--- src/hlef_pkg.sv ---
// Package for the head/length/end frame extractor.
// Buffer sizing, frame constants and action codes; no dependencies.
package hlef_pkg;

    localparam int BUFFER_DEPTH = 4096;
    localparam int MAX_COPY     = 64;

    localparam int ADDR_W = $clog2(BUFFER_DEPTH);
    localparam int CNT_W  = ADDR_W + 1;
    localparam int LEN_W  = 16;
    localparam int FLEN_W = LEN_W + 1;

    localparam logic [7:0] HEAD_BYTE      = 8'hBB;
    localparam logic [7:0] END_BYTE       = 8'h7E;
    localparam int         FRAME_OVERHEAD = 7;

    localparam int OFF_LEN_HI  = 3;
    localparam int OFF_LEN_LO  = 4;
    localparam int OFF_PAYLOAD = 5;

    localparam logic [1:0] ACT_PUSH  = 2'd0;
    localparam logic [1:0] ACT_TAKE  = 2'd1;
    localparam logic [1:0] ACT_CLEAR = 2'd2;

    typedef logic [ADDR_W-1:0] t_addr;
    typedef logic [CNT_W-1:0]  t_cnt;

endpackage

--- src/hlef_offset_unit.sv ---
// Shared circular-offset adder: read pointer plus scan offset, wrapped to the buffer.
// Serves every read address and every read-pointer advance. Depends on hlef_pkg.
module hlef_offset_unit (
    input  hlef_pkg::t_addr i_base,
    input  hlef_pkg::t_addr i_offset,
    output hlef_pkg::t_addr o_sum
);

    assign o_sum = i_base + i_offset;

endmodule

--- config.mk ---
export PLATFORM = sky130hd
export DESIGN_NAME = hlef_offset_unit
export DESIGN_NICKNAME = d
export VERILOG_FILES = /design/src/hlef_pkg.sv /design/src/hlef_offset_unit.sv
export SDC_FILE = /design/constraint.sdc
export NUM_CORES = 1
export LEC_CHECK = 0
export BUFFER_PORTS_ARGS = -buffer_cell sky130_fd_sc_hd__clkbuf_2
export CAP_MARGIN = 10
export CELL_PAD_IN_SITES_DETAIL_PLACEMENT = 0
export CELL_PAD_IN_SITES_GLOBAL_PLACEMENT = 1
export CORE_MARGIN = 3
export CORE_UTILIZATION = 30
export DETAILED_ROUTE_END_ITERATION = 8
export PLACE_DENSITY = 0.92
export REMOVE_ABC_BUFFERS = 1
export SLEW_MARGIN = 0
export SYNTH_ARGS = -nofsm -noshare
export SYNTH_HDL_FRONTEND = slang
export SYNTH_SLANG_ARGS = --single-unit
export TNS_END_PERCENT = 50
--- constraint.sdc ---
create_clock -name vclk -period 3.95
set_clock_uncertainty 0.2 [all_clocks]
set_input_delay 0.79 -clock vclk [all_inputs]
set_output_delay 0.79 -clock vclk [all_outputs]
set_load 0.03 [all_outputs]
Word level (Yosys, flattened, before mapping)
Index checks and enable logic that the tools add are counted.
W data, S select, Z words.
- $add $sub $neg: 1
- operators with widths (cell ; count):
    $add A12 B12 Y12 ; 1
- register bits after elaboration: 0
- input bits: 24
- output and inout port bits: 12
- word-level logic and storage cells: 1

Longest topological paths before layout
- depth after elaboration: 1
- depth in mapped cells: 7
- gate-level depth less buffers: 7

Worst setup path before layout
No wires, ideal clock.
- kind: input-to-output
- start: input port i_base[0]
- end: output port o_sum[8]
- data arrival time: 2.771 ns
- required time: 2.960 ns
- setup slack: 0.189 ns
- cell stages on the path: 7
- buffers on the path: 0
- path through: ha_1 fa_1 a211oi_1 nor2_1 o21a_1 o41a_1 xor2_1
- word-level cells in the longest chain between the ends: 1
- RTL lines (element ; RTL line ; text):
    start: declaration ; hlef_offset_unit.sv:4 ; input hlef_pkg::t_addr i_base,
    $add A12 B12 Y12 ; hlef_offset_unit.sv:9 ; assign o_sum = i_base + i_offset;
    end: declaration ; hlef_offset_unit.sv:6 ; output hlef_pkg::t_addr o_sum
No other way between the ends.

Worst setup path after layout
Ends and elaborated chain as after synthesis.

==> metrics.txt <==
Sequential cell area 0 um^2; hold_ws 1.78 ns; first-pass GRT wire length 2.10 mm; CP Data Required Time 2.96 ns; initial antenna violation count 0; IO Port Bufs 36; crit start category input pin; largest net degree at the start of global routing 7; Hold Path Cell Cnt 3; Tot Pwr 0.170 mW; sw power 0.106 mW; Die ar. 2200 um^2; Routed Antenna Nets 0; HPWL after DPL 1.13 mm; Worst Max-Slew Pin Slew approximately 0.34 ns; max_cap viols 0; Hold Path Class input pin to output port; mapped cell area 503 um^2; post-CTS setup buffers 0; routed wl met3 120 um; GP Congestion roughly 0.80; GRT Overall Usage 12.3%; Routed WL ~1.2 mm; Seq cells 0; CP Max Fanout 3; Top Metal Used met3; Avg WL per Cell about 11 um; sequential share of the synthesized area 0%; Metal-1 WL between 500 and 600 um; Lkg Pwr 0.369 nW; fraction of layout cells with a size suffix above 1 43.2%; Initial Util between 30% and 40%; routed wl met2 603 um; vias 565; grt ovf 0; routed vias/inst 5.09; Period minus WS final 3.76 ns; Yosys warning count 0; Syn Inst Count between 50 and 60; FP Rows 14; final setup fails 0; n_diodes 0; Die Y 46.9 um; final setup TNS 0 ns; f_max around 0.27 GHz; I/O pins 36; # clk buffers 0; Slew Limit Fails 0; switch share 62.5%; Yosys cell types 23; status complete, no violations; RSZ-0062 raised after global routing no; Power Internal around 0.064 mW; WP data arrival about 2.8 ns; final hold vios 0; Critical Path End Type output port; Core Box Area 1540 um^2; Final period util a little over nine tenths; Slew HR 77.5%; Setup CP Type input pin to output port; sequential share of power 0%; Comb pwr share 100.0%; die width 46.9 um; Mapped Avg Cell Area 8.53 um^2; PwrDens 239 nW/um^2; 1st-pass router iterations 2; Nets 133; vias in the first global route ~540; Area Growth Syn to Fin 40.8%; Initial DRC Count 1; VDD IR-drop max between 0.09 and 0.1 mV; drt drc 0; Clk network pwr share 0%
-- path summary, 6_finish.rpt --
path   startpoint  endpoint  slack (ns)
min   i_offset[0]  o_sum[0]        1.78
max     i_base[0]  o_sum[8]        0.19
-- layout make-up --
type                            count  area (um^2)
Fill cell                         170          833
Timing Repair Buffer               36          180
Multi-Input combinational cell     59          508
Tap cell                           16         20.0
-- cell families after synthesis --
logic type	count (synthesis)	share of synthesized area, %
fa+ha+maj	12	31.3
compound gates	21	34.1
xor+xnor	10	17.4
simple gates	16	17.2
-- power by group through the flow --
stage	combinational (mW)	clock (mW)	sequential [mW]
finish	0.170	0	0
global placement	0.168	0	0
detailed placement	0.170	0	0
CTS	0.171	0	0
floorplan	0.125	0	0
global route	0.187	0	0
-- critical path, cell delays in order --
cell and delay, ns:
clkbuf_2 0.08, ha_1 0.22, fa_1 0.44, a211oi_2 0.28, nor2_1 0.09, o21a_1 0.19, o41a_1 0.32, xor2_1 0.14
clkbuf_2 0.22
-- per-stage QoR --
step | instances | instance area [um^2] | setup slack [ns] | utilization (%)
2_1_floorplan | 59 | 503 | 0.189 | -
3_3_place_gp | 111 | 703 | 0.192 | 45.6
3_5_place_dp | 111 | 703 | 0.123 | 45.6
4_1_cts | 111 | 703 | 0.100 | 45.6
5_1_grt | 111 | 708 | 0.0426 | 45.9
6_report | 111 | 708 | 0.189 | 45.9
-- what timing repair did --
action / 4_1_cts / 5_1_grt
setup endpoints to repair: 0 / 1
hold buffers: 0 / 0
gates resized for setup: 0 / 1
-- placed cells by master (no fill, tap or decap), types with 2 or more instances in the layout --
master,netlist,layout
clkbuf_2,0,36
ha_1,11,11
a21oi_1,6,6
nor2_1,6,6
xnor2_1,6,6
xor2_1,4,4
and2_1,3,3
a21o_1,3,3
o21a_1,2,2
o21ai_0,2,2
nor3_1,2,2
-- per-layer routing --
metal / GRT usage, % / vias up
met2: 24.4 / 26
met3: 0 / 0
li1: - / 298
met5: 0 / -
met1: 15.7 / 241
met4: 0 / 0
-- synth_stat cells --
master / number / area (um^2)
a2111oi_4: 1 / 27.5
a211oi_1: 2 / 15.0
a21boi_1: 1 / 7.51
a21o_1: 3 / 22.5
a21oi_1: 6 / 30.0
a21oi_2: 1 / 8.76
a41oi_2: 1 / 16.3
and2_1: 3 / 18.8
and3_1: 1 / 6.26
and3_4: 1 / 11.3
fa_1: 1 / 20.0
ha_1: 11 / 138
nand2_1: 1 / 3.75
nand3b_1: 1 / 7.51
nand4_1: 1 / 6.26
nor2_1: 6 / 22.5
nor3_1: 2 / 10.0
o211ai_1: 1 / 7.51
o21a_1: 2 / 15.0
o21ai_0: 2 / 10.0
o41a_1: 1 / 11.3
xnor2_1: 6 / 52.6
xor2_1: 4 / 35.0
Power figures use the tool's default switching activity.
